**config.mk**
```make
export PLATFORM = sky130hd
export DESIGN_NAME = swm_cell
export DESIGN_NICKNAME = d
export VERILOG_FILES = /design/src/hw/rtl/swm_pkg.sv /design/src/hw/rtl/swm_cell.sv
export SDC_FILE = /design/constraint.sdc
export NUM_CORES = 1
export LEC_CHECK = 0
export ABC_AREA = 1
export BUFFER_PORTS_ARGS = -buffer_cell sky130_fd_sc_hd__buf_4
export CAP_MARGIN = 5
export CORE_AREA = 2 2 77 79
export CTS_BUF_LIST = sky130_fd_sc_hd__clkbuf_4 sky130_fd_sc_hd__clkbuf_8
export CTS_CLUSTER_SIZE = 24
export DETAILED_ROUTE_END_ITERATION = 6
export DIE_AREA = 0 0 79 81
export PLACE_DENSITY_LB_ADDON = 0.12
export SKIP_CTS_REPAIR_TIMING = 1
export SKIP_LAST_GASP = 1
export SYNTH_ARGS = -nofsm -noshare
export SYNTH_HDL_FRONTEND = slang
export SYNTH_SLANG_ARGS = --single-unit
```
**constraint.sdc**
```tcl
create_clock -name clk -period 0.8 [get_ports clk]
set_clock_uncertainty 0.05 [all_clocks]
set_input_delay 0.24 -clock clk [delete_from_list [all_inputs] [get_ports clk]]
set_output_delay 0.24 -clock clk [all_outputs]
set_load 0.02 [all_outputs]
```
**src/hw/rtl/swm_pkg.sv**
```systemverilog
// Shared constants, types and functions of the sliding window maximum core.
package swm_pkg;

    localparam int MAX_WINDOW  = 64;
    localparam int SAMPLE_BITS = 32;
    localparam int CFG_BITS    = 7;
    localparam int WIN_BITS    = $clog2(MAX_WINDOW + 1);
    localparam int CMP_BITS    = (CFG_BITS > WIN_BITS) ? CFG_BITS : WIN_BITS;
    localparam int LEVELS      = $clog2(MAX_WINDOW);
    localparam int TREE_N      = 1 << LEVELS;
    localparam int DATA_BITS   = ((SAMPLE_BITS + 7) / 8) * 8;

    localparam logic [CFG_BITS-1:0] WINDOW_RESET = CFG_BITS'(3);

    typedef struct packed {
        logic                          valid;
        logic signed [SAMPLE_BITS-1:0] value;
    } entry_t;

    function automatic entry_t pick_max(entry_t a, entry_t b);
        entry_t r;
        if (a.valid && (!b.valid || ($signed(a.value) >= $signed(b.value))))
        begin
            r = a;
        end
        else
        begin
            r = b;
        end
        return r;
    endfunction

endpackage

```
**src/hw/rtl/swm_cell.sv**
```systemverilog
// One queue cell: takes its neighbor's entry on each sample and drops stale or beaten ones.
module swm_cell (
    input  logic                                    clk,
    input  logic                                    rst_n,
    input  logic                                    load,
    input  logic                                    retire,
    input  logic signed [swm_pkg::SAMPLE_BITS-1:0]  sample,
    input  swm_pkg::entry_t                         src,
    output swm_pkg::entry_t                         q
);

    logic                                   valid_reg;
    logic                                   valid_next;
    logic signed [swm_pkg::SAMPLE_BITS-1:0] value_reg;

    always_comb
    begin
        valid_next = src.valid && !retire && !($signed(src.value) < sample);
    end

    always_ff @(posedge clk or negedge rst_n)
    begin
        if (!rst_n)
        begin
            valid_reg <= 1'b0;
        end
        else if (load)
        begin
            valid_reg <= valid_next;
        end
    end

    always_ff @(posedge clk)
    begin
        if (load)
        begin
            value_reg <= src.value;
        end
    end

    assign q.valid = valid_reg;
    assign q.value = value_reg;

endmodule

```
==> metrics.cfg, run 1 <==
[power]
peakVddDrop_mv = 0.656
p_seq_share_pct = 42.9
switching_share_pct = 26.6
pwr-share-clk_pct = 28.4
p_leak_uw = 0.00161
internal-power_uw = 3600
switchingPower_uw = 1310
p_per_area_mw_per_mm2 = 1470
p_comb_share_pct = 28.7

[synthesis]
synthMuxAreaShare_pct = 0
ys_seq_area_share_pct = 52.4
ys_seq_elements = 33
synth.top_cells.by_area = edfxtp_1 (51%), ha_1 (21%), inv_1 (8.8%), nand2_1 (7.0%), a21oi_1 (2.7%)
synth_compound_area_share_pct = 4.65
synthAdderAreaFrac_pct = 20.6
synth.top_cell.area_share_pct = 51.1
yosysWarnings = 0
synth_top_family_by_area = adder cells
ys_types = 18
synth_xor_area_share_pct = 0
syn-cell-area_mm2 = 0.00188
synth_area_leader_cell = edfxtp_1
synthCells = 180
yosys.area_share.simple_pct = 13.2
synth.avg_cell_area_um2 = 10.5
synth_nets = 280

[die]
die_x_um = 79
die-area_mm2 = 0.00640
num_io_pins = 102
die_y_um = 81
core_area_mm2 = 0.00568
initial_core_util_pct = 33.2
rows = 28

[final_layout]
nNetsFinal = 398
n_antenna_cell = 0
final_area_mm2 = 0.00335
layout-drive-gt1-share_pct = 54.5
syn2layout_area_growth_pct = 77.9
largest_reg_flops = 32

[route]
antenna_left = 0
first_iter_violations = 29
drt-total-wl_um = 4580
vias = 1610
routed_via_density = 4.30
drcViolationCount = 0
first_pass_iters = 4
wl_per_cell_um = 12.2

[min_path]
min_path_type = in2reg
hold_path_startpoint = src[0]

[timing]
rsz0062_at_grt = yes
worstMarginPinSlew_ns = 0.160
fin_ws_ns = -0.441
fin_crit_ns = 1.24
hold_ws_ns = 0.0935
setup_viol = 34
max_freq_mhz = 806
hold_viol = 0
report.final.slew_viol_count = 0
layout_worst_path_cycle_share_pct = 155
slew_headroom_pct = 89.3

[global_routing]
grt_usage_pct = 13.8
grt_overflow_total = 0
grt_pass1_vias = 1511
grt_antenna_before_repair = 0
grt_pass1_wl_um = 6710
grt_max_degree = 13

[setup_path]
crit_start = src[19]
critPathKind = in2reg
r2r_start = valid_reg$_DFFE_PN0P_
required_ns = 0.92
endpoint_kind = flop
cp_max_fo = 2
crit_arrival_ns = 1.37
cp-start-kind = primary input

[clocking]
path_clk_slew_ns = 0.07
cts_made_buffers = 5
cts_tree = yes
clockBufferDepth = 2
clock_tree.root_cell = clkbuf_8
htree_levels = 2
cts.sinks = 33
insertion_delay_ns = 0.28

[placed_design]
dp_hpwl_um = 3520
place_congestion = 0.707
port-buffer-count = 101
postPlaceCellArea_mm2 = 0.00290

[flow_run]
drv_cap = 0

[status]
status = complete, but fails checks
violations = setup timing

cell usage after synthesis (all sizes together):
cell type and instances:
and2 1, nand3 5, buf 1, edfxtp 32
inv 44, nor2 9, nor3 3, nand2 35
a21oi 12, ha 31, o21ai 4, dfrtp 1
nand4 2
final timing paths:
| path | endpoint | slack, ns | depth (start not counted) |
|---|---|---|---|
| setup reg to reg | valid_reg$_DFFE_PN0P_ | -0.09 | 4 |
| min in group asynchronous | valid_reg$_DFFE_PN0P_ | 0.23 | 2 |
| max in group asynchronous | valid_reg$_DFFE_PN0P_ | 0.39 | 2 |
| setup / recovery | valid_reg$_DFFE_PN0P_ | -0.44 | 14 |
| hold reg to reg | valid_reg$_DFFE_PN0P_ | 0.63 | 4 |
| hold / removal | value_reg[0]$_DFFE_PP_ | 0.09 | 1 |
cells in the final DEF (no fill, tap or decap), types with 2 or more instances in the layout:
cell      Yosys  layout
nand3_2       0       2
inv_1        44      33
ha_4          0      17
inv_2         0       9
a21oi_1      10       8
inv_4         0       2
nor3_2        2       3
buf_4         1      70
ha_1         31      14
nand2_1      35      32
edfxtp_1     32      32
buf_6         0      39
buf_12        0       2
a21oi_2       2       4
nor2_1        7       7
nand2_4       0       2
nand3_1       5       3
o21ai_1       2       2
o21ai_0       2       2
clkbuf_8      0       7
power groups by stage:
stage / clock, µW / combinational [µW] / sequential (µW)
after floorplan: 0 / 375 / 2300
after global placement: 0 / 1180 / 2120
after detailed placement: 0 / 1190 / 2120
after CTS: 1460 / 1190 / 2080
after global routing: 1530 / 1550 / 2120
final: 1390 / 1410 / 2110
cell type report:
cell class	count	area, µm²
repair buffers	112	1010
clock buffers	7	96.3
fillers	509	2330
multi-input cells	102	981
flip-flops and latches	33	986
well taps	75	93.8
clock inverters	1	5.00
inverters	44	170
critical path, stage by stage:
cell and delay [ns]:
buf_4 0.12, ha_4 0.25, nand2_1 0.05, inv_1 0.06, nand2_1 0.05, nand2_1 0.05
nand2_1 0.05, nand3_1 0.07, nand2_1 0.05, and2_4 0.15, nand2_1 0.06, nand2_1 0.05
nand3_1 0.06, nand2_1 0.05
through the flow:
| step | worst slack, ns | std cells | total power, µW | TNS, ns | util, % |
|---|---|---|---|---|---|
| 3_5_place_dp | -0.904 | 363 | 3310 | -4.39 | 51.1 |
| 3_3_place_gp | -0.895 | 363 | 3290 | -4.22 | 51.1 |
| 4_1_cts | -0.599 | 371 | 4730 | -10.94 | 52.9 |
| 2_1_floorplan | -0.546 | 180 | 2670 | -0.546 | - |
| 6_report | -0.441 | 374 | 4910 | -10.13 | 59.0 |
| 5_1_grt | -0.565 | 374 | 5200 | -11.53 | 59.0 |
cells by family (layout without fill, tap and decap cells):
kind of cell,count (synthesis),count (layout)
buf+inv,45,164
compound gates,16,16
simple gates,55,55
flops,33,33
fa+ha+maj,31,31
routing by layer:
| layer | wire [µm] | global-route usage (%) |
|---|---|---|
| met5 | 0 | 0 |
| met4 | 41 | 5.17 |
| met3 | 353 | 4.44 |
| met2 | 2310 | 23.1 |
| met1 | 1880 | 16.6 |
No activity file was read; power rests on OpenSTA's default activity.
==> run 2: changes to the inputs <==
Settings changed: CORE_AREA 2 2 77 79 to 2 2 67 69, DIE_AREA 0 0 79 81 to 0 0 69 71.
==> metrics.cfg, run 2 (same netlist as run 1, synthesis figures left out) <==
[final_layout]
n_antenna_cell = 0  ; unchanged
nNetsFinal = 395  ; -0.75%
layout-drive-gt1-share_pct = 49.0  ; -5.5 points
final_cell_mix = buf_4 (72), inv_1 (39), buf_6 (34)
final_util_pct = 74.5  ; +16 points
syn2layout_area_growth_pct = 66.5
layout_commonest_cell = buf_4
largest_reg_flops = 32  ; unchanged

[power]
p_comb_share_pct = 27.5  ; -1.2 points
internal-power_uw = 3470  ; -3.7%
switching_share_pct = 26.4  ; -0.20 points
p_seq_share_pct = 44.7  ; +1.8 points
pwr-share-clk_pct = 27.7  ; -0.7 points
p_total_uw = 4720  ; -4.0%
p_leak_uw = 0.00158  ; -1.6%
p_per_area_mw_per_mm2 = 1510  ; +2.6%
switchingPower_uw = 1240  ; -4.7%
peakVddDrop_mv = 0.991  ; +51%

[route]
routed_via_density = 4.49  ; +4.4%
antenna_left = 0  ; unchanged
drt-total-wl_um = 4310  ; -5.9%
wl_per_cell_um = 12.4  ; +1.1%
drcViolationCount = 0  ; unchanged
vias = 1564  ; -2.9%
first_iter_violations = 56  ; +93%
first_pass_iters = 4  ; unchanged

[die]
num_io_pins = 102  ; unchanged
core_area_mm2 = 0.00420  ; -26%
die-area_mm2 = 0.00490  ; -23%
die_y_um = 71  ; -12%
die_x_um = 69  ; -13%
initial_core_util_pct = 44.8  ; +12 points
rows = 24  ; -14%

[timing]
hold_viol = 0  ; unchanged
fin_crit_ns = 1.35  ; +0.110 ns
worstMarginPinSlew_ns = 0.302  ; +0.143 ns
layout_worst_path_cycle_share_pct = 169  ; +14 points
fin_ws_ns = -0.550  ; -0.110 ns
report.final.slew_viol_count = 0  ; unchanged
rsz0062_at_grt = yes
max_freq_mhz = 740  ; -8.1%
slew_headroom_pct = 79.6  ; -9.6 points
setup_viol = 34  ; unchanged
hold_ws_ns = 0.0890  ; -0.00454 ns

[setup_path]
cp-start-kind = primary input
endpoint_kind = flop
cp_max_fo = 2  ; unchanged
required_ns = 0.98  ; +0.06 ns
critPathKind = in2reg
crit_arrival_ns = 1.53  ; +0.16 ns

[global_routing]
grt_overflow_total = 0  ; unchanged
grt_max_degree = 13  ; unchanged
grt_antenna_before_repair = 0  ; unchanged
grt_pass1_wl_um = 6760  ; +0.63%
grt_pass1_vias = 1543  ; +2.1%
grt_usage_pct = 17.9  ; +4.1 points

[placed_design]
place_congestion = 0.764  ; +8.0%
dp_hpwl_um = 3450  ; -2.1%
port-buffer-count = 101  ; unchanged

[status]
violations = setup timing
status = complete, but fails checks

[clocking]
cts.sinks = 33  ; unchanged
clockBufferDepth = 2  ; unchanged
htree_levels = 2  ; unchanged
insertion_delay_ns = 0.28  ; about the same
cts_made_buffers = 5  ; unchanged
path_clk_slew_ns = 0.07  ; about the same
clock_tree.root_cell = clkbuf_8
cts_tree = yes

[flow_run]
drv_cap = 0  ; unchanged

[min_path]
min_path_type = in2reg

[run 2: changes by cell type in the layout (fill, tap and decap cells not counted), sizes merged]
cell,change
buf,-3
clkinv,-1
clkbuf,+1
[run 2: worst max-delay path: stages]
cell and delay (ns):
buf_4 0.11, ha_1 0.29, a21oi_1 0.17, o21ai_0 0.17
a21oi_2 0.17, nand2_2 0.07, nand2_2 0.07, nand2_1 0.05
nand2_1 0.07, nand3_2 0.06, nand2_1 0.06
[run 2: stage by stage]
stage | instances | instance area (µm²) | worst slack [ns] | TNS (ns)
3_3_place_gp | 339 | 2860 | -0.774 | -4.32
6_report | 348 | 3130 | -0.550 | -10.35
2_1_floorplan | 180 | 1970 | -0.546 | -0.546
5_1_grt | 348 | 3130 | -0.675 | -11.59
4_1_cts | 347 | 2950 | -0.497 | -10.77
3_5_place_dp | 339 | 2860 | -0.799 | -4.45
[run 2: power groups by stage]
stage | Clock (µW) | Combinational, µW | Sequential [µW]
detailed placement | 0 | 1180 | 2120
global placement | 0 | 1160 | 2120
global route | 1410 | 1420 | 2130
finish | 1310 | 1300 | 2110
floorplan | 0 | 375 | 2300
CTS | 1340 | 1190 | 2090
[run 2: layout make-up]
cell class                 count  area (µm²)
multi-input combinational    102         845
timing repair buffer         109         973
sequential                    33         986
tap                           52        65.1
fill                         336        1070
inverter                      44         173
clock buffer                   8        91.3
[run 2: final timing paths]
kind | start | endpoint | slack (ns) | depth (start not counted)
worst max register to register | valid_reg$_DFFE_PN0P_ | valid_reg$_DFFE_PN0P_ | 0.02 | 3
min in group asynchronous | rst_n | valid_reg$_DFFE_PN0P_ | 0.22 | 2
max in group asynchronous | rst_n | valid_reg$_DFFE_PN0P_ | 0.40 | 2
worst min-delay path | src[27] | value_reg[27]$_DFFE_PP_ | 0.09 | 1
worst min register to register | valid_reg$_DFFE_PN0P_ | valid_reg$_DFFE_PN0P_ | 0.56 | 3
worst max-delay path | src[15] | valid_reg$_DFFE_PN0P_ | -0.55 | 11
[run 2: per-layer routing]
layer	track usage, %	vias to the layer above	share of wire, %
met4	6.54	0	1.3
met5	0	-	0
met3	6.98	7	8.8
li1	-	816	-
met1	19.5	682	39
met2	31.6	59	51
==> run 3: changes to the inputs <==
Settings changed: CORE_AREA 2 2 67 69 to 2 2 68 70, CTS_BUF_LIST sky130_fd_sc_hd__clkbuf_4 sky130_fd_sc_hd__clkbuf_8 to sky130_fd_sc_hd__clkbuf_16, DIE_AREA 0 0 69 71 to 0 0 70 72.
==> metrics.cfg, run 3 (same netlist as run 1, synthesis figures left out) <==
[timing]
slew_headroom_pct = 86.2  ; +6.6 points
rsz0062_at_grt = yes
worstMarginPinSlew_ns = 0.204  ; -0.0981 ns
fin_crit_ns = 1.32  ; -0.0307 ns
setup_viol = 34  ; unchanged
hold_viol = 0  ; unchanged
layout_worst_path_cycle_share_pct = 165  ; -3.8 points
max_freq_mhz = 758  ; +2.3%
finalSetupTns_ns = -9.76  ; +0.590 ns
fin_ws_ns = -0.520  ; +0.0307 ns
report.final.slew_viol_count = 0  ; unchanged

[setup_path]
endpoint_kind = flop
r2r-end = valid_reg$_DFFE_PN0P_
critPathSlowestCell = ha_1
r2r_start = valid_reg$_DFFE_PN0P_
rr_worst_depth = 3  ; unchanged
critPathKind = in2reg
cp_common_cell = nand3_2
r2r_slack_ns = 0.03  ; about the same
required_ns = 0.91  ; -0.07 ns
crit_arrival_ns = 1.43  ; -0.10 ns
cp-start-kind = primary input
crit_chain = buf_4, ha_1, a21oi_1, o21ai_1, nor2_1, and2_4, nand3_2, nand3_2, nand2_1
crit_start = src[29]
slowest_delay_ns = 0.33  ; +0.04 ns
cp_max_fo = 2  ; unchanged

[placed_design]
dp_slack_ns = -0.809  ; -0.00963 ns
port-buffer-count = 101  ; unchanged
place_congestion = 0.750  ; -1.8%
postPlaceCellArea_mm2 = 0.00283  ; -1.3%
dp.cells = 334  ; -1.5%
dp_hpwl_um = 3490  ; +1.1%

[power]
p_per_area_mw_per_mm2 = 1590  ; +5.5%
peakVddDrop_mv = 1.08  ; +8.9%
p_leak_uw = 0.00161  ; +1.8%

[die]
initial_core_util_pct = 44.1  ; -0.63 points
rows = 24  ; unchanged
die_y_um = 72  ; +1.4%
die_x_um = 70  ; +1.4%
num_io_pins = 102  ; unchanged
die-area_mm2 = 0.00504  ; +2.9%
core_area_mm2 = 0.00426  ; +1.4%

[clocking]
insertion_delay_ns = 0.27  ; about the same
cts.sinks = 33  ; unchanged
path_clk_slew_ns = 0.05  ; -0.02 ns
htree_levels = 2  ; unchanged
clockBufferDepth = 2  ; unchanged
cts_tree = yes
clock_tree.root_cell = clkbuf_16
cts_made_buffers = 5  ; unchanged

[min_path]
min_path_type = in2reg
hold_depth = 1  ; unchanged
holdPathEnd = value_reg[23]$_DFFE_PP_
hold_path_startpoint = src[23]

[final_layout]
largest_reg_flops = 32  ; unchanged
n_antenna_cell = 0  ; unchanged
final_area_mm2 = 0.00335  ; +7.0%
multiInputGateArea_mm2 = 0.00102  ; +21%
final_cells = 344  ; -1.1%
final_cell_mix = buf_4 (61), buf_6 (41), inv_1 (36)
final_util_pct = 78.6  ; +4.1 points
nNetsFinal = 391  ; -1.0%
layout_commonest_cell = buf_4
fillers = 285  ; -15%
seq_area_um2 = 986  ; unchanged
layout-drive-gt1-share_pct = 54.8  ; +5.8 points
syn2layout_area_growth_pct = 78.2

[route]
first_iter_violations = 84  ; +50%
antenna_left = 0  ; unchanged
vias = 1586  ; +1.4%
drt-total-wl_um = 4540  ; +5.5%
routed_via_density = 4.61  ; +2.6%
wl_per_cell_um = 13.2  ; +6.7%
first_pass_iters = 4  ; unchanged
drcViolationCount = 0  ; unchanged

[global_routing]
grt_pass1_vias = 1534  ; -0.58%
grt_antenna_before_repair = 0  ; unchanged
grt_pass1_wl_um = 6600  ; -2.3%
grt_usage_pct = 16.6  ; -1.2 points
grt_max_degree = 18  ; +5
grt_overflow_total = 0  ; unchanged

[status]
violations = setup timing
status = complete, but fails checks

[flow_run]
drv_cap = 0  ; unchanged

run 3: cell types whose count changed in the layout (fill, tap and decap cells not counted), moves of 3 or more:
cell       before  now
clkbuf_4        3    0
ha_4            7   16
clkbuf_8        5    0
ha_1           24   15
nand2_4         0    3
buf_6          34   41
clkbuf_16       0    5
inv_2           2    6
buf_4          72   61
inv_1          39   36
run 3: worst max-delay path by stage:
stage,end,slack (ns),cells past startpoint
2_1_floorplan,valid_reg$_DFFE_PN0P_,-0.55,12
3_3_place_gp,valid_reg$_DFFE_PN0P_,-0.77,11
3_5_place_dp,valid_reg$_DFFE_PN0P_,-0.81,11
4_1_cts,valid_reg$_DFFE_PN0P_,-0.54,11
5_1_grt,valid_reg$_DFFE_PN0P_,-0.63,9
6_report,valid_reg$_DFFE_PN0P_,-0.52,9
run 3: area by class of cell:
| class | count | share of cell area (%) |
|---|---|---|
| clock buffer | 5 | 3.73 |
| inverter | 44 | 5.22 |
| timing repair buffer | 105 | 28.9 |
| tap | 52 | 1.94 |
| clock inverter | 3 | 0.336 |
| sequential | 33 | 29.4 |
| multi-input combinational | 102 | 30.4 |
run 3: critical path, delay by kind of cell:
kind	cells	cell delay, ns
AND/OR/NAND/NOR	5	0.47
buffers and inverters	1	0.11
AO/OA/AOI/OAI	2	0.28
adder cells (fa/ha/maj)	1	0.33
run 3: report_power, final:
part / switching [µW] / total (µW) / internal, µW
Combinational: 659 / 1440 / 781
Sequential: 60.0 / 2110 / 2050
Clock: 656 / 1770 / 1120
run 3: per-stage QoR:
step | hold WS [ns] | total power [µW]
5_1_grt | 0.0949 | 5560
4_1_cts | -0.318 | 5060
3_5_place_dp | -0.0332 | 3280
6_report | 0.103 | 5330
2_1_floorplan | -0.106 | 2670
3_3_place_gp | -0.0344 | 3260
run 3: layer usage:
layer  GRT usage, %  share of wire (%)  vias to the layer above
met3           4.58                6.3                        4
met5              0                  0                        -
met1           18.9                 40                      712
li1               -                  -                      813
met2           30.9                 54                       57
met4           4.49               0.66                        0
